$ cat src/telemetry_frame_capture_core_defines.svh
// Assertion macros shared by the capture core.
`ifndef TELEMETRY_FRAME_CAPTURE_CORE_DEFINES_SVH
`define TELEMETRY_FRAME_CAPTURE_CORE_DEFINES_SVH

// Same-cycle implication, held off during reset.
`define TFC_ASSERT_NOW(label, clk, rst_n, ante, cons, msg) \
  label: assert property (@(posedge clk) disable iff (!rst_n) (ante) |-> (cons)) \
    else $error(msg);

// Next-cycle implication, held off during reset.
`define TFC_ASSERT_NEXT(label, clk, rst_n, ante, cons, msg) \
  label: assert property (@(posedge clk) disable iff (!rst_n) (ante) |=> (cons)) \
    else $error(msg);

`endif

$ cat src/tfc_pkg.sv
package tfc_pkg;

  localparam int BUF_DEPTH_DEF = 64;
  localparam logic [7:0] FLAG_BYTE = 8'h7E;

  localparam logic [1:0] REQ_BYTE    = 2'd0;
  localparam logic [1:0] REQ_RELEASE = 2'd1;
  localparam logic [1:0] REQ_RESYNC  = 2'd2;

  localparam logic MODE_CAPTURE   = 1'b0;
  localparam logic MODE_DELIMITED = 1'b1;

  typedef enum logic [1:0] {
    ST_IDLE  = 2'd0,
    ST_START = 2'd1,
    ST_FRAME = 2'd2
  } cap_state_t;

  typedef struct packed {
    logic       store_valid;
    logic [5:0] store_index;
    logic [7:0] store_byte;
    logic       frame_start;
    logic       frame_done;
    logic       frame_ready;
    logic [5:0] byte_count;
  } tfc_res_t;

endpackage

$ cat src/tfc_step.sv
module tfc_step #(
  parameter int BUF_DEPTH = tfc_pkg::BUF_DEPTH_DEF,
  localparam int IDX_W = $clog2(BUF_DEPTH)
) (
  input  logic                mode,
  input  tfc_pkg::cap_state_t state,
  input  logic [IDX_W-1:0]    idx,
  input  logic                ready,
  input  logic [1:0]          req,
  input  logic [7:0]          data,
  input  logic                err,
  output tfc_pkg::cap_state_t state_nxt,
  output logic [IDX_W-1:0]    idx_nxt,
  output logic                ready_nxt,
  output tfc_pkg::tfc_res_t   res
);

  localparam logic [IDX_W-1:0] LAST_IDX = IDX_W'(BUF_DEPTH - 1);

  logic [IDX_W-1:0] idx_adv;
  logic [IDX_W-1:0] st_idx;
  logic             is_flag;
  logic [IDX_W+5:0] st_idx_ext;
  logic [IDX_W+5:0] cnt_ext;

  assign idx_adv = (idx < LAST_IDX) ? idx + IDX_W'(1) : idx;
  assign is_flag = (data == tfc_pkg::FLAG_BYTE);

  always_comb begin
    state_nxt       = state;
    idx_nxt         = idx;
    ready_nxt       = ready;
    st_idx          = '0;
    res.store_valid = 1'b0;
    res.store_byte  = '0;
    res.frame_start = 1'b0;
    res.frame_done  = 1'b0;
    unique case (req)
      tfc_pkg::REQ_RELEASE: begin
        ready_nxt = 1'b0;
      end
      tfc_pkg::REQ_RESYNC: begin
        if (mode == tfc_pkg::MODE_CAPTURE) begin
          state_nxt = tfc_pkg::ST_IDLE;
          idx_nxt   = '0;
          ready_nxt = 1'b0;
        end
      end
      tfc_pkg::REQ_BYTE: begin
        priority if (err) begin
          state_nxt = tfc_pkg::ST_IDLE;
          idx_nxt   = '0;
          ready_nxt = 1'b0;
        end else if (mode == tfc_pkg::MODE_CAPTURE) begin
          priority if (state == tfc_pkg::ST_FRAME) begin
            res.store_valid = 1'b1;
            st_idx          = idx;
            res.store_byte  = data;
            idx_nxt         = idx_adv;
          end else if (is_flag) begin
            res.store_valid = 1'b1;
            res.store_byte  = data;
            idx_nxt         = IDX_W'(1);
            state_nxt       = tfc_pkg::ST_FRAME;
            res.frame_start = 1'b1;
          end else begin
          end
        end else if (!ready) begin
          priority if (state == tfc_pkg::ST_START) begin
            if (!is_flag) begin
              res.store_valid = 1'b1;
              st_idx          = idx;
              res.store_byte  = data;
              idx_nxt         = idx_adv;
              state_nxt       = tfc_pkg::ST_FRAME;
            end
          end else if (state == tfc_pkg::ST_FRAME) begin
            res.store_valid = 1'b1;
            st_idx          = idx;
            res.store_byte  = data;
            idx_nxt         = idx_adv;
            if (is_flag) begin
              ready_nxt      = 1'b1;
              state_nxt      = tfc_pkg::ST_IDLE;
              res.frame_done = 1'b1;
            end
          end else if (is_flag) begin
            res.store_valid = 1'b1;
            res.store_byte  = data;
            idx_nxt         = IDX_W'(1);
            state_nxt       = tfc_pkg::ST_START;
          end else begin
          end
        end else begin
        end
      end
      default: begin
      end
    endcase
    st_idx_ext      = {6'd0, st_idx};
    cnt_ext         = {6'd0, idx_nxt};
    res.store_index = st_idx_ext[5:0];
    res.frame_ready = ready_nxt;
    res.byte_count  = cnt_ext[5:0];
  end

endmodule

$ cat src/telemetry_frame_capture_core.sv
// Telemetry frame capture core.
// Input stream: one word per received UART byte, release or resync request.
//   in_tuser carries the request type and the line error flag, in_tdata the byte.
// Output stream: one result word per input word, describing the buffer write
//   (if any), the frame start/done pulses, frame-ready flag and byte count.
// cfg_valid/cfg_data write the capture mode (0 capture, 1 delimited); cfg_ready
//   is always high and any write returns the frame state to idle.
// Latency: the result appears on out_* the cycle after its input is taken.
// Throughput: one word per cycle while in_tready is high; the frame state is
//   computed combinationally between the input handshake and the output register.
// Stall: while out_tvalid is high and out_tready is low, in_tready drops and
//   the held result stays unchanged. in_tready is also low while cfg_valid is
//   high, so a mode write never lands on an input word.
// Reset (rst_n low, synchronous): mode capture, state idle, index zero,
//   frame-ready clear, no result pending.
`include "telemetry_frame_capture_core_defines.svh"

module telemetry_frame_capture_core #(
  parameter int BUF_DEPTH = tfc_pkg::BUF_DEPTH_DEF
) (
  input  logic        clk,
  input  logic        rst_n,
  input  logic        cfg_valid,
  output logic        cfg_ready,
  input  logic        cfg_data,
  input  logic        in_tvalid,
  output logic        in_tready,
  input  logic [7:0]  in_tdata,   // [7:0] rx_byte
  input  logic [2:0]  in_tuser,   // [1:0] req_type, [2] line_error
  output logic        out_tvalid,
  input  logic        out_tready,
  output logic [23:0] out_tdata,  // [5:0] store_index, [13:6] store_byte,
                                  // [14] frame_start, [15] frame_done,
                                  // [16] frame_ready, [22:17] byte_count, [23] 0
  output logic        out_tuser   // [0] store_valid
);

  localparam int IDX_W = $clog2(BUF_DEPTH);

  logic                mode_r;
  tfc_pkg::cap_state_t state_r, state_nxt;
  logic [IDX_W-1:0]    idx_r, idx_nxt;
  logic                ready_r, ready_nxt;
  logic                out_valid_r;
  tfc_pkg::tfc_res_t   res, res_r;
  logic                in_acc;

  assign cfg_ready = 1'b1;
  assign in_tready = (!out_valid_r || out_tready) && !cfg_valid;
  assign in_acc    = in_tvalid && in_tready;

  tfc_step #(
    .BUF_DEPTH(BUF_DEPTH)
  ) u_step (
    .mode      (mode_r),
    .state     (state_r),
    .idx       (idx_r),
    .ready     (ready_r),
    .req       (in_tuser[1:0]),
    .data      (in_tdata),
    .err       (in_tuser[2]),
    .state_nxt (state_nxt),
    .idx_nxt   (idx_nxt),
    .ready_nxt (ready_nxt),
    .res       (res)
  );

  always_ff @(posedge clk) begin
    if (!rst_n) begin
      mode_r      <= tfc_pkg::MODE_CAPTURE;
      state_r     <= tfc_pkg::ST_IDLE;
      idx_r       <= '0;
      ready_r     <= 1'b0;
      out_valid_r <= 1'b0;
    end else begin
      if (cfg_valid) begin
        mode_r  <= cfg_data;
        state_r <= tfc_pkg::ST_IDLE;
        idx_r   <= '0;
        ready_r <= 1'b0;
      end else if (in_acc) begin
        state_r <= state_nxt;
        idx_r   <= idx_nxt;
        ready_r <= ready_nxt;
      end
      if (in_acc) begin
        out_valid_r <= 1'b1;
      end else if (out_tready) begin
        out_valid_r <= 1'b0;
      end
    end
  end

  always_ff @(posedge clk) begin
    if (in_acc) begin
      res_r <= res;
    end
  end

  assign out_tvalid = out_valid_r;
  assign out_tuser  = res_r.store_valid;
  assign out_tdata  = {1'b0, res_r.byte_count, res_r.frame_ready, res_r.frame_done,
                       res_r.frame_start, res_r.store_byte, res_r.store_index};

  `TFC_ASSERT_NOW(a_start_delim, clk, rst_n, state_r == tfc_pkg::ST_START,
    mode_r == tfc_pkg::MODE_DELIMITED, "start state outside delimited mode")
  `TFC_ASSERT_NOW(a_idx_bound, clk, rst_n, 1'b1,
    idx_r <= IDX_W'(BUF_DEPTH - 1), "write index past last buffer entry")
  `TFC_ASSERT_NOW(a_done_flag, clk, rst_n, out_valid_r && res_r.frame_done,
    res_r.store_valid && res_r.store_byte == tfc_pkg::FLAG_BYTE && res_r.frame_ready,
    "frame done without stored closing flag")
  `TFC_ASSERT_NEXT(a_ready_hold, clk, rst_n,
    in_acc && !cfg_valid && ready_r && in_tuser[1:0] == tfc_pkg::REQ_BYTE && !in_tuser[2]
      && mode_r == tfc_pkg::MODE_DELIMITED,
    !res_r.store_valid && ready_r, "byte stored while frame ready")

endmodule
$ cat config.mk
export PLATFORM = sky130hd
export DESIGN_NAME = telemetry_frame_capture_core
export DESIGN_NICKNAME = d
export VERILOG_FILES = /design/src/tfc_pkg.sv /design/src/tfc_step.sv /design/src/telemetry_frame_capture_core.sv
export VERILOG_INCLUDE_DIRS = /design/src /design/src/src
export SDC_FILE = /design/constraint.sdc
export NUM_CORES = 1
export LEC_CHECK = 0
export ABC_AREA = 1
export BUFFER_PORTS_ARGS = -buffer_cell sky130_fd_sc_hd__buf_2
export CAP_MARGIN = 20
export CORE_MARGIN = 5
export CORE_UTILIZATION = 40
export CTS_CLUSTER_SIZE = 16
export DETAILED_ROUTE_END_ITERATION = 8
export GPL_ROUTABILITY_DRIVEN = 0
export PLACE_DENSITY = 0.61
export REMOVE_ABC_BUFFERS = 1
export SETUP_SLACK_MARGIN = 0.4
export SKIP_CTS_REPAIR_TIMING = 1
export SYNTH_ARGS = -nofsm -noshare
export SYNTH_HDL_FRONTEND = slang
export SYNTH_SLANG_ARGS = --single-unit
export TNS_END_PERCENT = 5
$ cat constraint.sdc
create_clock -name clk -period 4.2 [get_ports clk]
set_input_delay 0.63 -clock clk [delete_from_list [all_inputs] [get_ports clk]]
set_output_delay 0.63 -clock clk [all_outputs]
set_load 0.01 [all_outputs]
* After elaboration in Yosys (flattened, before gate mapping)
Index checks and enable logic that the tools add are counted.
** Operators by class
- Eq/ne operators :: 11
- Magnitude comparators :: 1
- Reductions and logical operators :: 13
- Mux-type cells :: 50
- Add/sub/neg operators :: 1
- Bitwise gates (word level) :: 3
** Operator list (number)
- 6-bit 2-to-1 mux :: 14
- 8-bit 2-to-1 mux :: 7
- 2-bit 2-to-1 mux :: 11
- 1-bit 2-to-1 mux :: 14
- 6-bit one-hot mux with 2 select lines :: 1
- 9-bit 2-to-1 mux :: 1
- 8-bit by 7-bit equality test with 1-bit output, second input constant :: 1
- 4-bit != test, second input constant :: 2
- 8-bit AND reduction :: 1
- 4-bit OR reduction :: 2
- 6-bit by 1-bit adder with 6-bit output, second input constant :: 1
- 6-bit less-than comparator, second input constant :: 1
- 5-bit by 3-bit != test with 1-bit output, second input constant :: 1
- 5-bit != test, second input constant :: 1
- 2-bit by 1-bit equality test with 1-bit output, second input constant :: 2
- 2-bit equality test, second input constant :: 2
- 4-bit by 3-bit != test with 1-bit output, second input constant :: 1
- 2-bit one-hot mux with 2 select lines :: 1
- 2-bit nonzero test :: 2
- 2-bit OR reduction :: 2
- 1-bit NOT :: 3
- 1-bit one-hot mux with 3 select lines :: 1
- 1-bit logical AND :: 2
- 1-bit logical NOT :: 2
- 3 further kinds :: 3
** Word-level totals
- Output and inout port bits :: 28
- Register bits after elaboration :: 35
- Bits of input ports :: 17

* Depth between registers and ports, before layout
- Depth in word-level cells :: 8
- Gate-level depth with buffers :: 13

* Hierarchy
From an unflattened synthesis, not the netlist that was laid out.
** Second synthesis, totals
- Cells, all modules :: 336
- Area, all modules :: 2461.1 um2
** By module, submodules not included
- telemetry_frame_capture_core :: cells an instance 120, area each 1321.3 um2, seq. area each 940.9 um2, instances 1
- tfc_step :: cells an instance 216, area each 1139.8 um2, seq. area each 0.0 um2, instances 1

* Worst setup path before layout
Ideal clock, no wire load.
- Path kind :: input -> register
- Start :: input out_tready
- End :: register res_r (netlist bit out_tdata[0]), enable pin
- Buffers on the path :: 1
- Setup slack :: 2.397 ns
- Required time :: 3.865 ns
- Setup time :: 0.335 ns
- Arrival time :: 1.468 ns
- Stages :: 7
- Path through :: inv_1 -> nand2_1 -> inv_1 -> nor2_1 -> nand2_1 -> inv_1 -> buf_4
** On the way
- Cells in the longest elaborated chain, start to end :: 3
** RTL lines
- start: declaration :: line telemetry_frame_capture_core.sv:31 : input logic out_tready,
- 1-bit logical OR :: line telemetry_frame_capture_core.sv:49 : assign in_tready = (!out_valid_r || out_tready) && !cfg_valid;
- 1-bit logical AND :: line telemetry_frame_capture_core.sv:49
- via in_tready :: line telemetry_frame_capture_core.sv:27 : output logic in_tready,
- 1-bit logical AND :: line telemetry_frame_capture_core.sv:50 : assign in_acc = in_tvalid && in_tready;
- via in_acc :: line telemetry_frame_capture_core.sv:46 : logic in_acc;
- end signal: assignment :: line telemetry_frame_capture_core.sv:96 : res_r <= res;
- end: declaration :: line telemetry_frame_capture_core.sv:45 : tfc_pkg::tfc_res_t res, res_r;
The timed path passes the listed nets, and every way through them passes these cells.
A chain may end at the register's enable or synchronous reset.

* Final worst setup path
- Start :: register state_r[0]
- End :: register res_r (netlist bit out_tdata[12]), data pin
** On the way
- Cells in the longest elaborated chain, start to end :: 5
** RTL lines
- start: declaration :: line telemetry_frame_capture_core.sv:41 : tfc_pkg::cap_state_t state_r, state_nxt;
- start signal: assignment :: line telemetry_frame_capture_core.sv:71 : state_r <= tfc_pkg::ST_IDLE;
- start signal: assignment :: line telemetry_frame_capture_core.sv:78 : state_r <= tfc_pkg::ST_IDLE;
- start signal: assignment :: line telemetry_frame_capture_core.sv:82 : state_r <= state_nxt;
- 2-bit equality test :: line tfc_step.sv:55, tfc_step.sv:77
- 8-bit 2-to-1 mux :: line tfc_step.sv:77 : end else if (state == tfc_pkg::ST_FRAME) begin
- 8-bit 2-to-1 mux :: line tfc_step.sv:69 : priority if (state == tfc_pkg::ST_START) begin
- 8-bit 2-to-1 mux :: line tfc_step.sv:68 : end else if (!ready) begin
- 8-bit 2-to-1 mux (*) :: line tfc_step.sv:54 : end else if (mode == tfc_pkg::MODE_CAPTURE) begin
Mark *: on every way between the ends. The rest lies on a longest branch, timed or not.

==> qor.yml <==
status:
  status: "finished, final reports clean"
critical_path:
  path_class: "register to register"
  max_stage_delay_ns: 0.36
  path_delay_family: "buffers and inverters"
  cp-start-kind: "register"
  critical-path-slowest-cell: "dfxtp_1"
  critPathRequiredTime_ns: 4.24
  end_kind: "register"
  cp_common_cell: "inv_1"
  crit_fanout: 13
  cp_cell_sequence: "inv_1 > ha_1 > inv_1 > o21ai_0 > inv_1 > a21oi_2 > inv_2 > nor2_1"
  crit_buf_inv: 4
  worstPathArrival_ns: 2.10
floorplanning:
  rows: 26
  die_h_um: 83.56
  pin_count: 45
  start_util: 0.4185
  die_x_um: 83.56
  die_area_um2: 6982
  coreArea_um2: 5172
synth:
  yosys.cell_types.count: 25
  synth_compound_area_frac: 0.07688
  ys_top_cells_by_area: "edfxtp_1, nand2_1, dfxtp_1"
  yosysTopAreaCell: "edfxtp_1"
  syn_inst: 297
  ys_warn_count: 0
  syn_avg_cell_area_um2: 7.288
  ys_seq_area_frac: 0.4347
  synth-edff-count: 24
  synthAdderAreaFrac: 0.01734
  synth_top_family_by_area: "simple AND/OR/NAND/NOR gates"
  yosysTopAreaCellShare: 0.3329
  synthArstFlopShare: 0
  synth_simple_gate_area_frac: 0.3578
  synth-seq-cells: 35
  synth_xor_area_frac: 0.004046
  muxShareOfSynthArea: 0
  ys.flop_type: "edfxtp_1"
  netlist_area_um2: 2165
clock_tree:
  cts.sink_count: 35
  numCtsBuffers: 5
  cts_root_buffer: "clkbuf_8"
  h-tree-depth: 2
  clockBufferDepth: 2
  cts.clk_slew.worst_paths_ns: 0.07
  clock_latency_ns: 0.29
  cts_tree: "yes"
drt:
  drt-initial-drc-count: 157
  dr.pass1.iters: 4
  avgViaCountPerCell: 4.897
  wl_per_cell_um: 12.74
  drc: 0
  ant_nets: 0
  dr_total_vias: 1998
  routed_wirelength_um: 5197
power:
  p_leak_nw: 1.196
  max-vdd-ir-drop_v: 0.0001270
  p_per_area_nw_per_um2: 283.6
timing:
  grt_setup_unrepaired: "no"
  final-hold-violation-count: 0
  fin_setup_tns_ns: 0
  period_needed_ns: 2.052
  fmax_mhz: 487.3
  setup_viol: 0
  max-slew-margin-rel: 0.6225
  tightest_slew_ns: 0.5642
  slew_viol_final: 0
  skew_ns: 0.009238
  finalCritPeriodShare: 0.4886
grt:
  antenna_found_initial: 0
  grt_pass1_wl_um: 8901
  gr-total-overflow: 0
  grt_max_degree: 34
  grt_pass1_vias: 1883
  grt.total_usage: 0.1548
flow_run:
  maxCapViolCount: 0
layout:
  nNetsFinal: 357
  area_growth_pct: 14.57
  insertedDiodeCount: 0
  drive_above_1_share: 0.2071
  stdcell_area_um2: 2480
place:
  io_buffers: 42
  place_area_um2: 2399
  place_hpwl_um: 3780
worst_hold_path:
  hp-class: "register to register"
## cell usage after synthesis (3+ instances only)
master	instances
dfxtp_1	11
nand2_2	5
a21oi_2	3
nand2_1	84
buf_4	6
o21ai_1	4
a21oi_1	15
nand3_1	35
inv_1	39
o21ai_0	9
nor3_1	9
inv_2	3
nor2_1	26
nor2_2	5
edfxtp_1	24
buf_2	3
ha_1	3
## kinds of logic after synthesis
family / Yosys count
DFF: 35
buffers and inverters: 52
adders and majority gates: 3
and+or+nand+nor: 173
other: 2
AOI/OAI and AO/OA: 31
xor gates and xnor gates: 1
## worst reg2reg max path, cell delays in order (launching register included)
cell and delay [ns]:
dfxtp_1 0.36, inv_1 0.05, ha_1 0.32, inv_1 0.29, o21ai_0 0.18, inv_1 0.33
a21oi_2 0.12, inv_2 0.11, nor2_1 0.05
## stage by stage
step | util | total power [W] | setup WS (ns) | std cells | hold slack, ns
after floorplan | - | 0.0004415 | 1.787 | 287 | 0.4704
after global placement | 0.4637 | 0.0004759 | 2.121 | 400 | 0.4929
after detailed placement | 0.4637 | 0.0004757 | 2.115 | 400 | 0.5141
after CTS | 0.4794 | 0.0007132 | 2.132 | 408 | 0.5283
after global routing | 0.4794 | 0.0007433 | 1.977 | 408 | 0.5500
final | 0.4794 | 0.0007034 | 2.148 | 408 | 0.5252
## registers in the layout (all words and copies together) (netlist names)
register	count
ready_r	1
idx_r	6
out_tdata	23
state_r	2
out_tvalid	1
out_tuser	1
mode_r	1
## worst paths after layout
check | from | to | slack [ns] | depth (start not counted)
min reg2reg | state_r[1] | state_r[1] | 0.53 | 2
max | state_r[0] | out_tdata[12] | 2.15 | 8
min | state_r[1] | state_r[1] | 0.53 | 2
max reg2reg | state_r[0] | out_tdata[12] | 2.15 | 8
## cells in the final DEF, fill, tap and decap left out
cell	count
nand3_2	2
dfxtp_1	11
a21oi_2	3
nor2_1	26
clkbuf_1	2
nor4_1	2
nand2_2	5
o21ai_1	4
buf_2	42
ha_1	3
nand3_1	35
o21ai_0	9
nor2_2	5
inv_1	39
a21oi_1	15
inv_2	3
nand2_1	84
edfxtp_1	24
nor2_4	2
buf_4	1
xnor2_1	1
nand4_1	2
nand2_4	1
nor3_1	9
conb_1	2
clkbuf_8	5
clkinv_2	1
## area by class of cell
class,count,area [um^2]
inverters,42,157.7
flip-flops and latches,35,940.9
multi-input cells,210,994.7
clock inverters,1,5.005
fillers,547,2693
well taps,70,87.58
clock buffers,7,76.32
repair buffers,43,217.7
## metal layers
| metal | track usage | vias to the layer above | part of all wire |
|---|---|---|---|
| li1 | - | 1031 | - |
| met1 | 0.2129 | 893 | 0.46 |
| met2 | 0.2350 | 68 | 0.45 |
| met3 | 0.04146 | 6 | 0.075 |
| met4 | 0.05117 | 0 | 0.012 |
| met5 | 0 | - | 0 |
## where the power goes
part / switching [W] / internal, W / total (W)
clock: 0.000119 / 0.000116 / 0.000236
sequential: 0.00000758 / 0.000379 / 0.000386
combinational: 0.0000543 / 0.0000272 / 0.0000815
total: 0.000181 / 0.000522 / 0.000703
Note: power is estimated with default switching activity, not from simulation.
